### src/rtl/ats_pkg.sv
// ----------------------------------------------------------------------------
// ats_pkg
// Types, constants and the segment decode shared by the thermometer scan
// unit.
// ----------------------------------------------------------------------------
`timescale 1ns / 1ps
`default_nettype none

package ats_pkg;

  localparam int unsigned SampleW  = 10;
  localparam int unsigned TempW    = 9;
  localparam int unsigned DwellW   = 16;
  localparam int unsigned ApbAddrW = 3;
  localparam int unsigned ApbDataW = 32;

  // degrees = floor(code * 330 / 1024) - 50
  localparam int unsigned ScaleMul   = 330;
  localparam int unsigned ScaleShift = 10;
  localparam int unsigned TempOffset = 50;

  // r / 10 == (r * 205) >> 11 for r < 100
  localparam int unsigned Div10Mul   = 205;
  localparam int unsigned Div10Shift = 11;

  localparam logic [DwellW-1:0] DwellReset = 16'd10;

  // register index, taken from paddr[2]
  localparam logic REG_DWELL = 1'b0;

  // scan positions
  localparam logic [1:0] DIG_ONES = 2'd0;
  localparam logic [1:0] DIG_TENS = 2'd1;
  localparam logic [1:0] DIG_HUND = 2'd2;

  localparam logic [2:0] EN_ONES = 3'b001;
  localparam logic [2:0] EN_TENS = 3'b010;
  localparam logic [2:0] EN_HUND = 3'b100;

  localparam logic KIND_TICK   = 1'b0;
  localparam logic KIND_SAMPLE = 1'b1;

  typedef struct packed {
    logic               kind;
    logic [SampleW-1:0] sample;
  } in_req_t;

  typedef struct packed {
    logic [7:0]       segments;
    logic [2:0]       digit_enable;
    logic [TempW-1:0] temperature;
  } out_rsp_t;

  typedef struct packed {
    logic [1:0] hundreds;
    logic [3:0] tens;
    logic [3:0] ones;
  } digits_t;

  function automatic logic [7:0] seg_of(input logic [3:0] d);
    logic [7:0] s;
    case (d)
      4'd0: s = 8'hC0;
      4'd1: s = 8'hF9;
      4'd2: s = 8'hA4;
      4'd3: s = 8'hB0;
      4'd4: s = 8'h99;
      4'd5: s = 8'h92;
      4'd6: s = 8'h82;
      4'd7: s = 8'hF8;
      4'd8: s = 8'h80;
      4'd9: s = 8'h90;
      default: s = 8'h00;
    endcase
    return s;
  endfunction

endpackage

`default_nettype wire

### src/rtl/ats_apb_regs.sv
// ----------------------------------------------------------------------------
// ats_apb_regs
// APB register file holding the per-digit dwell time.
// ----------------------------------------------------------------------------
`timescale 1ns / 1ps
`default_nettype none

module ats_apb_regs
  import ats_pkg::*;
(
  input  wire logic                clk_i,
  input  wire logic                rst_ni,
  input  wire logic                psel,
  input  wire logic                penable,
  input  wire logic                pwrite,
  input  wire logic [ApbAddrW-1:0] paddr,
  input  wire logic [ApbDataW-1:0] pwdata,
  output logic      [ApbDataW-1:0] prdata,
  output logic                     pready,
  output logic      [DwellW-1:0]   dwell_ticks_o
);

  logic [DwellW-1:0] dwell_q;
  logic              wr_dwell;

  assign wr_dwell = psel && penable && pwrite && (paddr[2] == REG_DWELL);

  always_ff @(posedge clk_i or negedge rst_ni) begin
    if (!rst_ni) begin
      dwell_q <= DwellReset;
    end else if (wr_dwell) begin
      dwell_q <= pwdata[DwellW-1:0];
    end
  end

  always_comb begin
    prdata = '0;
    if (paddr[2] == REG_DWELL) begin
      prdata = ApbDataW'(dwell_q);
    end
  end

  assign pready        = 1'b1;
  assign dwell_ticks_o = dwell_q;

endmodule

`default_nettype wire

### src/rtl/ats_conv.sv
// ----------------------------------------------------------------------------
// ats_conv
// ADC code to whole degrees, clamped at zero, split into decimal digits.
// ----------------------------------------------------------------------------
`timescale 1ns / 1ps
`default_nettype none

module ats_conv
  import ats_pkg::*;
(
  input  wire logic [SampleW-1:0] sample_i,
  output digits_t                 digits_o,
  output logic      [TempW-1:0]   temp_o
);

  localparam int unsigned ProdW = SampleW + TempW;

  logic [ProdW-1:0] prod;
  logic [TempW-1:0] scaled;
  logic [TempW-1:0] temp;
  logic [1:0]       hund;
  logic [TempW-1:0] rem9;
  logic [6:0]       rem;
  logic [14:0]      tmul;
  logic [3:0]       tens;
  logic [6:0]       ones7;

  always_comb begin
    prod   = ProdW'(sample_i) * ProdW'(ScaleMul);
    scaled = prod[ScaleShift +: TempW];
    temp   = (scaled >= TempW'(TempOffset)) ? scaled - TempW'(TempOffset) : '0;
    if (temp >= TempW'(200)) begin
      hund = 2'd2;
      rem9 = temp - TempW'(200);
    end else if (temp >= TempW'(100)) begin
      hund = 2'd1;
      rem9 = temp - TempW'(100);
    end else begin
      hund = 2'd0;
      rem9 = temp;
    end
    rem   = rem9[6:0];
    tmul  = 15'(rem) * 15'(Div10Mul);
    tens  = tmul[Div10Shift +: 4];
    ones7 = rem - 7'(tens) * 7'd10;
  end

  assign digits_o.hundreds = hund;
  assign digits_o.tens     = tens;
  assign digits_o.ones     = ones7[3:0];
  assign temp_o            = temp;

endmodule

`default_nettype wire

### src/rtl/ats_scan.sv
// ----------------------------------------------------------------------------
// ats_scan
// Display state: stored digits, scan position and dwell counter. Forms the
// result for the request being processed from the updated state.
// ----------------------------------------------------------------------------
`timescale 1ns / 1ps
`default_nettype none

module ats_scan
  import ats_pkg::*;
(
  input  wire logic              clk_i,
  input  wire logic              rst_ni,
  input  wire logic              step_i,
  input  wire in_req_t           req_i,
  input  wire logic [DwellW-1:0] dwell_ticks_i,
  output out_rsp_t               rsp_o
);

  digits_t           digits_q, digits_d;
  logic [TempW-1:0]  temp_q, temp_d;
  logic [1:0]        active_q, active_d;
  logic [DwellW-1:0] count_q, count_d;

  digits_t           conv_digits;
  logic [TempW-1:0]  conv_temp;
  logic [DwellW-1:0] limit;
  logic [DwellW:0]   nxt;
  logic              wrap;

  ats_conv u_conv (
    .sample_i (req_i.sample),
    .digits_o (conv_digits),
    .temp_o   (conv_temp)
  );

  always_comb begin
    digits_d = digits_q;
    temp_d   = temp_q;
    active_d = active_q;
    count_d  = count_q;
    limit    = (dwell_ticks_i == '0) ? DwellW'(1) : dwell_ticks_i;
    nxt      = {1'b0, count_q} + (DwellW+1)'(1);
    wrap     = nxt >= {1'b0, limit};
    if (step_i) begin
      if (req_i.kind == KIND_SAMPLE) begin
        digits_d = conv_digits;
        temp_d   = conv_temp;
      end else if (wrap) begin
        count_d = '0;
        case (active_q)
          DIG_ONES: active_d = DIG_TENS;
          DIG_TENS: active_d = DIG_HUND;
          default:  active_d = DIG_ONES;
        endcase
      end else begin
        count_d = nxt[DwellW-1:0];
      end
    end
  end

  always_ff @(posedge clk_i or negedge rst_ni) begin
    if (!rst_ni) begin
      digits_q <= '0;
      temp_q   <= '0;
      active_q <= DIG_ONES;
      count_q  <= '0;
    end else begin
      digits_q <= digits_d;
      temp_q   <= temp_d;
      active_q <= active_d;
      count_q  <= count_d;
    end
  end

  always_comb begin
    rsp_o.temperature = temp_d;
    case (active_d)
      DIG_TENS: begin
        rsp_o.segments     = seg_of(digits_d.tens);
        rsp_o.digit_enable = EN_TENS;
      end
      DIG_HUND: begin
        rsp_o.segments     = seg_of({2'b00, digits_d.hundreds});
        rsp_o.digit_enable = EN_HUND;
      end
      default: begin
        rsp_o.segments     = seg_of(digits_d.ones);
        rsp_o.digit_enable = EN_ONES;
      end
    endcase
  end

endmodule

`default_nettype wire

### src/rtl/adc_thermometer_seven_segment_scan_unit.sv
// ----------------------------------------------------------------------------
// adc_thermometer_seven_segment_scan_unit
// ADC thermometer with a multiplexed three-digit seven-segment scan.
// ----------------------------------------------------------------------------
// Usage:
//   in channel  (in_valid_i/in_ready_o/in_req_i): one request per tick
//   (kind 0) or ADC sample (kind 1, code in sample).
//   out channel (out_valid_o/out_ready_i/out_rsp_o): one result per
//   request: active-low segment byte, one-hot digit enable, temperature.
//   APB port: register 0 (byte address 0) is dwell_ticks, reset 10.
// Path: a request is held in the input register, its result in the result
//   register. Throughput: one request per cycle while not stalled; the
//   two registers each hold one request, and the scan state updates in
//   the single step between them.
// Reset: digits clear to zero, scan starts on the ones digit, dwell
//   counter at zero, no result pending.
// Stall: while out_ready_i is low the result holds; one more request is
//   taken into the input register, then in_ready_o drops until the
//   result is taken.
// ----------------------------------------------------------------------------
`timescale 1ns / 1ps
`default_nettype none

module adc_thermometer_seven_segment_scan_unit
  import ats_pkg::*;
(
  input  wire logic                clk_i,
  input  wire logic                rst_ni,
  input  wire logic                in_valid_i,
  output logic                     in_ready_o,
  input  wire in_req_t             in_req_i,
  output logic                     out_valid_o,
  input  wire logic                out_ready_i,
  output out_rsp_t                 out_rsp_o,
  input  wire logic                psel,
  input  wire logic                penable,
  input  wire logic                pwrite,
  input  wire logic [ApbAddrW-1:0] paddr,
  input  wire logic [ApbDataW-1:0] pwdata,
  output logic      [ApbDataW-1:0] prdata,
  output logic                     pready
);

  logic              in_vld_q;
  in_req_t           in_req_q;
  logic              out_vld_q;
  out_rsp_t          out_rsp_q;
  logic              adv;
  logic              accept;
  out_rsp_t          rsp;
  logic [DwellW-1:0] dwell_ticks;

  ats_apb_regs u_regs (
    .clk_i         (clk_i),
    .rst_ni        (rst_ni),
    .psel          (psel),
    .penable       (penable),
    .pwrite        (pwrite),
    .paddr         (paddr),
    .pwdata        (pwdata),
    .prdata        (prdata),
    .pready        (pready),
    .dwell_ticks_o (dwell_ticks)
  );

  assign adv        = in_vld_q && (!out_vld_q || out_ready_i);
  assign in_ready_o = !in_vld_q || adv;
  assign accept     = in_valid_i && in_ready_o;

  ats_scan u_scan (
    .clk_i         (clk_i),
    .rst_ni        (rst_ni),
    .step_i        (adv),
    .req_i         (in_req_q),
    .dwell_ticks_i (dwell_ticks),
    .rsp_o         (rsp)
  );

  always_ff @(posedge clk_i or negedge rst_ni) begin
    if (!rst_ni) begin
      in_vld_q  <= 1'b0;
      out_vld_q <= 1'b0;
    end else begin
      if (accept) begin
        in_vld_q <= 1'b1;
      end else if (adv) begin
        in_vld_q <= 1'b0;
      end
      if (adv) begin
        out_vld_q <= 1'b1;
      end else if (out_ready_i) begin
        out_vld_q <= 1'b0;
      end
    end
  end

  always_ff @(posedge clk_i) begin
    if (accept) begin
      in_req_q <= in_req_i;
    end
    if (adv) begin
      out_rsp_q <= rsp;
    end
  end

  assign out_valid_o = out_vld_q;
  assign out_rsp_o   = out_rsp_q;

`ifndef SYNTH
  a_onehot_enable: assert property (@(posedge clk_i) disable iff (!rst_ni)
    out_vld_q |-> $onehot(out_rsp_q.digit_enable))
    else $error("digit enable not one-hot");

  a_temp_range: assert property (@(posedge clk_i) disable iff (!rst_ni)
    out_vld_q |-> (out_rsp_q.temperature <= TempW'(279)))
    else $error("temperature out of range");

  a_adv_gives_result: assert property (@(posedge clk_i) disable iff (!rst_ni)
    adv |=> out_vld_q)
    else $error("processed request produced no result");
`endif

endmodule

`default_nettype wire

### config.mk
export PLATFORM = sky130hd
export DESIGN_NAME = adc_thermometer_seven_segment_scan_unit
export DESIGN_NICKNAME = d
export VERILOG_FILES = /design/src/rtl/ats_pkg.sv /design/src/rtl/ats_apb_regs.sv /design/src/rtl/ats_conv.sv /design/src/rtl/ats_scan.sv /design/src/rtl/adc_thermometer_seven_segment_scan_unit.sv
export SDC_FILE = /design/constraint.sdc
export NUM_CORES = 1
export LEC_CHECK = 0
export BUFFER_PORTS_ARGS = -buffer_cell sky130_fd_sc_hd__clkbuf_2
export CORE_MARGIN = 2
export CORE_UTILIZATION = 30
export CTS_CLUSTER_SIZE = 14
export DETAILED_ROUTE_END_ITERATION = 12
export RECOVER_POWER = 25
export SLEW_MARGIN = 20
export SYNTH_ARGS = -nofsm -noshare
export SYNTH_HDL_FRONTEND = slang
export SYNTH_HIERARCHICAL = 1
export SYNTH_SLANG_ARGS = --single-unit
### constraint.sdc
create_clock -name clk_i -period 22.1 [get_ports clk_i]
set_input_delay 0 -clock clk_i [delete_from_list [all_inputs] [get_ports clk_i]]
set_output_delay 0 -clock clk_i [all_outputs]
set_load 0.05 [all_outputs]
After elaboration in Yosys (flattened, before gate mapping) --
Memories as Yosys holds them, arrays and structs flattened. Index checks and enable logic that the tools add are counted.
Word-level totals: memories kept 2, register bits 86, input bits 53, output and inout port bits 55, bits in read-only memories 256, word-level logic and storage cells 73
Cells by class: mux-type cells 22, add/sub/neg operators 5, magnitude comparators 4, bitwise gates (word level) 2, reduce and logical (&&, ||, !) cells 15, $mul 3, eq/ne operators 6
Memories:
- (no name shown) | depth 16, width 8, read ports 1, clocked after memory_dff 0, write ports 0, RTL line ats_pkg.sv:62 | case (d)
- (no name shown) | depth 16, width 8, read ports 1, clocked after memory_dff 0, write ports 0, RTL line ats_pkg.sv:62
Operators with widths (count):
- 16-bit 2-to-1 mux | 3
- 8-bit one-hot mux with 4 select lines | 1
- 9-bit 2-to-1 mux | 3
- 11-bit one-hot mux with 2 select lines | 1
- 10-bit 2-to-1 mux | 2
- 10-bit by 8-bit multiplier with 18-bit output, second input constant | 1
- 16-bit by 1-bit adder with 17-bit output, second input constant | 1
- 17-bit by 16-bit greater-or-equal comparator with 1-bit output | 1
- 16-bit zero test | 1
- 7-bit by 8-bit multiplier with 15-bit output, second input constant | 1
- 7-bit 2-to-1 mux | 2
- 7-bit subtractor, second input constant | 2
- 9-bit by 6-bit greater-or-equal comparator with 1-bit output, second input constant | 1
- 9-bit by 7-bit greater-or-equal comparator with 1-bit output, second input constant | 1
- 9-bit by 8-bit greater-or-equal comparator with 1-bit output, second input constant | 1
- 9-bit by 6-bit subtractor with 9-bit output, second input constant | 1
- 2-bit 2-to-1 mux | 4
- 2-bit by 1-bit == test with 1-bit output, second input constant | 3
- 2-bit == test, second input constant | 3
- 1-bit logical AND | 5
- 1-bit 2-to-1 mux | 5
- 2-bit zero test | 2
- 4-bit by 3-bit multiplier with 3-bit output, second input constant | 1
- 2-bit one-hot mux with 2 select lines | 1
- other kinds (6) | 10

Logic depth before layout (Yosys ltp) --
Gate-level depths: netlist of run 1.
word-level depth 14, gate-level depth with buffers 53, depth with buffers taken out 52

Modules after synthesis --
Netlist of run 1, hierarchy kept.
Modules (own cells, without submodules):
- ats_conv | times used 1, area each 2947.8 um2, cells each 331, seq. area each 0.0 um2
- ats_scan | times used 1, area each 2801.4 um2, cells each 310, seq. area each 925.9 um2
- adc_thermometer_seven_segment_scan_unit | times used 1, area each 1034.7 um2, cells each 39, seq. area each 980.9 um2
- ats_apb_regs | times used 1, area each 902.1 um2, cells each 70, seq. area each 402.9 um2

Worst setup path after synthesis of run 1 --
Ideal clock, no wire load.
path kind register to register, from register in_req_q[4] (netlist bit), to register out_rsp_q, in the netlist out_rsp_o[16] (data pin), setup slack 11.575 ns, cell stages (with the launch flop) 50, clock period less this slack 10.525 ns, buffers on the path 1, library setup time 0.274 ns, data arrival time 10.251 ns, data required time 21.826 ns, path through edfxtp_1 -> ha_1 -> inv_1 -> fa_1 -> inv_1 -> fa_1 -> ha_1 -> ha_1 -> buf_6 -> a21o_1 -> a31oi_1 -> xnor2_1 -> inv_1 -> ha_1 -> o21ai_1 -> a31oi_1 -> o2111a_2 -> a21oi_1 -> [14 not listed] -> fa_1 -> inv_1 -> ha_1 -> a21o_1 -> a21o_1 -> a21oi_1 -> nand2_1 -> a21o_1 -> or2_4 -> xnor2_1 -> fa_1 -> xor2_1 -> xnor3_1 -> xnor2_1 -> mux2i_1 -> inv_1 -> nand3_1 -> a31oi_1
RTL lines:
- start: declaration | RTL line adc_thermometer_seven_segment_scan_unit.sv:45 | in_req_t in_req_q;
- start signal: assignment | RTL line adc_thermometer_seven_segment_scan_unit.sv:99 | in_req_q <= in_req_i;
- end signal: assignment | RTL line adc_thermometer_seven_segment_scan_unit.sv:102 | out_rsp_q <= rsp;
- end: declaration | RTL line adc_thermometer_seven_segment_scan_unit.sv:47 | out_rsp_t out_rsp_q;

==> results_dict.tcl, run 1 <==
set metrics [dict create \
    grtUsageTotal 0.127 \
    avgRoutedWirePerCell_um 13.8 \
    grt-ovfl-total 0 \
    holdWs_ns 0.364 \
    nNetsFinal 1032 \
    core.rowCount 58 \
    synth_edf_count 31 \
    io-pin-count 108 \
    clkLatencyLatePin_ns 0.36 \
    min_period_ns 12.02 \
    avgSynthCellArea_sq_um 10.2 \
    final.setup.worst_slack_ns 10.08 \
    ctsResizeCount 0 \
    cts_buffers 9 \
    r2r_setup_slack_ns 10.08 \
    crit_slowest_cell "a21oi_1" \
    first_pass_iters 4 \
    cts_max_level 3 \
    cap_violations 1 \
    antenna_found_initial 0 \
    seq_area_frac_synth 0.301 \
    area_delta_synth_final_pct 14.9 \
    yosysWarnings 6 \
    dieWidth_um 164 \
    drive_above_1_share 0.179 \
    final_antenna_net_count 0 \
    finalCritPeriodShare 0.544 \
    viasPerCell 4.79 \
    dieHeight_um 164 \
    yosys.area.top_type "ha_1" \
    synth_flop_cell "dfrtp_1" \
    cp_common_cell "ha_1" \
    ys_ff_latch 86 \
    postCtsSetupBuffers 0 \
    crit_type "reg2reg" \
    gp_congestion 0.811 \
    synth_common_cells "ha_1, inv_1, dfrtp_1" \
    violations "capacitance limit, slew limit" \
    port-buffer-count 72 \
    drc 0 \
    tightest_slew_ns 3.17 \
    ys_async_sr_fraction 0.640 \
    wl_met3_um 447 \
    routed_wl_mm 16.3 \
    cp.required_ns 22.18 \
    fin_tns_setup_ns 0 \
    yosys.cell_count.top_type "ha_1" \
    grt_pass1_wl_mm 27.5 \
    dp_hpwl_mm 12.4 \
    syn_area_sq_um 7690 \
    grt_start_max_net_pins 56 \
    clockBufferDepth 2 \
    drv_slew 56 \
    cts_sinks 86 \
    first_iter_violations 299 \
    core_area_sq_um 25200 \
    wl_met1_mm 7.57 \
    antenna_cells 0 \
    synth_cells 750 \
    setup_viol 0 \
    cts_tree "yes" \
    fillerInstances 2542 \
    path_clk_slew_ns 0.07 \
    max_stage_delay_ns 0.51 \
    grt_pass1_vias 5767 \
    clock-root-buffer "clkbuf_16" \
    placed_area_sq_um 8280 \
    met2_length_mm 8.11 \
    slew_headroom -1.11 \
    path_max_fanout 9 \
    end_kind "flop" \
    yosys-top-cells-area "ha_1, dfrtp_1, edfxtp_1" \
    ys_types 95 \
    dieArea_sq_um 26900 \
    start_util 0.305 \
    rsz0062_at_grt "false" \
    stdcell_area_sq_um 8830 \
    start_kind "flop" \
    min_path_type "in2reg" \
    synth_top_area_frac 0.190 \
    max_freq_mhz 83.2 \
    critical_path_arrival_ns 12.11 \
    num_vias 5644 \
    fin_skew_ns 0.00713 \
    post-place-ws_ns 10.17 \
    status "finished with violations" \
    hold_violations 0 \
    topRoutingLayerUsed "met4" \
]
-- state kept, by name, summed over array words and instances, names as in the netlist --
| register | cells |
|---|---|
| in_req_q | 11 |
| u_scan/count_q | 16 |
| u_scan/active_q | 2 |
| out_rsp_o | 20 |
| in_vld_q | 1 |
| u_scan/digits_q | 10 |
| u_scan/temp_q | 9 |
| u_regs/dwell_ticks_o | 16 |
| out_valid_o | 1 |
-- final cells by class --
type	count	area, sq um	area share
repair buffers	106	686	0.0776
flip-flops and latches	86	2310	0.262
inverters	81	304	0.0344
clock buffers	9	225	0.0255
clock inverters	7	73.8	0.00836
well taps	330	413	0.0467
multi-input cells	560	4820	0.546
-- placed cells by master, fill, tap and decap left out, drive strengths merged, types with 8 or more instances in the layout --
cell	count
conb	17
a21oi	30
ha	117
edfxtp	31
nor2b	15
fa	18
dfrtp	53
xor2	14
nand3	17
nor3	17
o22ai	8
xnor2	19
nand2	53
dlygate4sd3	31
a21o	12
a31oi	8
nand4	16
mux2	30
nor2	34
o21ai	31
clkbuf	82
mux2i	14
inv	84
-- critical path: cells and delay by family, from the launching register on --
| family | cells | cell delay, ns |
|---|---|---|
| mux | 1 | 0.28 |
| simple gates | 9 | 1.36 |
| xor+xnor | 6 | 1.30 |
| fa+ha+maj | 14 | 4.96 |
| flops | 1 | 0.44 |
| compound gates | 13 | 2.70 |
| buf+inv | 8 | 0.68 |
-- logic make-up after synthesis --
group           after synthesis  share of synthesized area
mux                          44                     0.0697
buf+inv                     119                     0.0733
flops                        86                      0.301
other cells                   2                   0.000977
compound gates              136                      0.133
xor+xnor                     34                     0.0435
simple gates                194                      0.142
fa+ha+maj                   135                      0.237
-- layer usage --
metal  track usage  vias to the layer above
met1         0.159                     2710
li1              -                     2827
met5             0                        -
met2         0.226                       92
met3        0.0189                       15
met4        0.0403                        0
-- path summary, 6_finish.rpt --
check,start,endpoint,cells past startpoint
max,in_req_q[3]$_DFFE_PP_,out_rsp_o[16]$_DFFE_PP_,51
min,in_req_i[3],in_req_q[3]$_DFFE_PP_,2
max reg2reg,in_req_q[3]$_DFFE_PP_,out_rsp_o[16]$_DFFE_PP_,51
min reg2reg,u_scan/temp_q[2]$_DFF_PN0_,u_scan/temp_q[2]$_DFF_PN0_,1
max in group asynchronous,rst_ni,u_scan/count_q[15]$_DFFE_PN0P_,3
min in group asynchronous,rst_ni,u_regs/dwell_ticks_o[2]$_DFFE_PN0P_,3
-- timing repair --
action,CTS,global route
hold buffers,31,0
hold endpoints to repair,82,0
setup endpoints to repair,0,0
-- stage by stage --
stage,instances,util
after floorplan,765,-
final,1179,0.351
after global routing,1179,0.351
after detailed placement,1132,0.329
after global placement,1132,0.329
after CTS,1179,0.353
Power of run 1 is left out: the tool's default activity adds up to more than one toggle a clock period on the data nets, which glitch-free logic cannot reach.
==> inputs of run 2 (changes only) <==
==> constraint.sdc (replaced) <==
create_clock -name clk_i -period 11.4 [get_ports clk_i]
set_input_delay 0 -clock clk_i [delete_from_list [all_inputs] [get_ports clk_i]]
set_output_delay 0 -clock clk_i [all_outputs]
set_load 0.05 [all_outputs]
==> results_dict.tcl, run 2 (synthesized netlist as in run 1, its figures left out) <==
set metrics [dict create \
    dieWidth_um 164 \
    antenna_cells 0 \
    antenna_found_initial 0 \
    clkLatencyLatePin_ns 0.35 \
    avgRoutedWirePerCell_um 13.7 \
    fin_skew_ns 0.0134 \
    status "finished with violations" \
    reg2reg_to "out_rsp_o[16]$_DFFE_PP_" \
    grt_pass1_vias 5601 \
    critical_path_arrival_ns 10.82 \
    port-buffer-count 72 \
    crit_type "reg2reg" \
    path_clk_slew_ns 0.08 \
    min_path_type "in2reg" \
    min_period_ns 10.74 \
    core_area_sq_um 25200 \
    layout_common_cells "ha_1, inv_1, clkbuf_2, dfrtp_1, nand2_1" \
    first_iter_violations 305 \
    routed_wl_mm 16.4 \
    cts_sinks 86 \
    path_max_fanout 6 \
    nNetsFinal 1049 \
    num_vias 5715 \
    cts_max_level 3 \
    multi_input_area_sq_um 4920 \
    max_freq_mhz 93.1 \
    end_kind "flop" \
    first_pass_iters 4 \
    tightest_slew_ns 3.22 \
    clock-root-buffer "clkbuf_16" \
    io-pin-count 108 \
    finalCritPeriodShare 0.942 \
    crit_slowest_cell "fa_1" \
    dp_hpwl_mm 12.4 \
    fin_tns_setup_ns 0 \
    layout_commonest_cell "ha_1" \
    start_kind "flop" \
    core.rowCount 58 \
    slew_headroom -1.15 \
    final_antenna_net_count 0 \
    start_util 0.305 \
    cap_violations 1 \
    area_delta_synth_final_pct 17.8 \
    setup_viol 0 \
    fillerInstances 2500 \
    reg2reg_from "in_req_q[3]$_DFFE_PP_" \
    cts_buffers 9 \
    violations "capacitance limit, slew limit" \
    cp.required_ns 11.48 \
    grtUsageTotal 0.126 \
    dieHeight_um 164 \
    drive_above_1_share 0.214 \
    clockBufferDepth 2 \
    path_buf_inv 9 \
    ff2ff_path_depth 51 \
    largest_reg_flops 20 \
    cp-startpoint "in_req_q[3]$_DFFE_PP_" \
    drc 0 \
    grt-ovfl-total 0 \
    dieArea_sq_um 26900 \
    crit_cells 51 \
    viasPerCell 4.78 \
    endpoint "out_rsp_o[16]$_DFFE_PP_" \
    max_stage_delay_ns 0.50 \
    gp_congestion 0.806 \
    hold_violations 0 \
    drv_slew 56 \
    grt_start_max_net_pins 56 \
    cts_tree "yes" \
    grt_pass1_wl_mm 27.2 \
    r2r_setup_slack_ns 0.66 \
    final-seq-area_sq_um 2310 \
    path_delay_family "adder cells" \
]
-- run 2: changes by cell type in the layout (fill, tap and decap cells not counted), sizes merged --
cell	delta
buf	+17
-- run 2: worst register-to-register path, delay by kind of cell (launching register included) --
kind,cells,cell delay (ns)
AO/OA/AOI/OAI,15,2.50
XOR/XNOR,6,1.05
adder cells (fa/ha/maj),13,4.67
buffers and inverters,9,0.75
flip-flops,1,0.44
multiplexers,1,0.29
AND/OR/NAND/NOR,7,0.83
-- run 2: stage by stage --
stage | hold WS (ns) | instance area (sq um) | setup WS (ns) | util | instances
2_1_floorplan | -0.296 | 7740 | 0.875 | - | 765
3_3_place_gp | 0.179 | 8380 | 0.430 | 0.333 | 1145
3_5_place_dp | 0.180 | 8380 | 0.343 | 0.333 | 1145
4_1_cts | 0.248 | 8990 | 0.300 | 0.357 | 1192
5_1_grt | 0.374 | 9050 | -0.00312 | 0.360 | 1196
6_report | 0.372 | 9050 | 0.661 | 0.360 | 1196
-- run 2: final cells by class --
class                   instances  area share
repair buffers                123      0.0897
clock inverters                 7     0.00815
flip-flops and latches         86       0.255
multi-input cells             560       0.543
clock buffers                   9      0.0249
well taps                     330      0.0456
inverters                      81      0.0336
-- run 2: worst min-delay path by stage --
stage / from / endpoint / slack (ns) / cells past startpoint
6_report: in_req_i[8] / in_req_q[8]$_DFFE_PP_ / 0.37 / 2
5_1_grt: in_req_i[6] / in_req_q[6]$_DFFE_PP_ / 0.37 / 2
4_1_cts: pwrite / u_regs/dwell_ticks_o[3]$_DFFE_PN1P_ / 0.25 / 3
3_5_place_dp: in_req_i[7] / in_req_q[7]$_DFFE_PP_ / 0.18 / 1
3_3_place_gp: in_req_i[5] / in_req_q[5]$_DFFE_PP_ / 0.18 / 1
2_1_floorplan: rst_ni / in_vld_q$_DFFE_PN0P_ / -0.30 / 0
-- run 2: repair_timing --
action                                  CTS  global route
endpoints found under the setup margin    0             9
endpoints found under the hold margin    82             0
buffers inserted                          0             4
hold buffers                             31             0
gates resized for setup                   0            19
-- run 2: per-layer routing --
layer / wire (um) / GRT usage / vias to the layer above
met5: 0 / 0 / -
met4: 139 / 0.0307 / 0
met3: 516 / 0.0230 / 11
met2: 8100 / 0.217 / 103
met1: 7640 / 0.162 / 2755
li1: - / - / 2846
Power of run 2 is left out for the same reason.
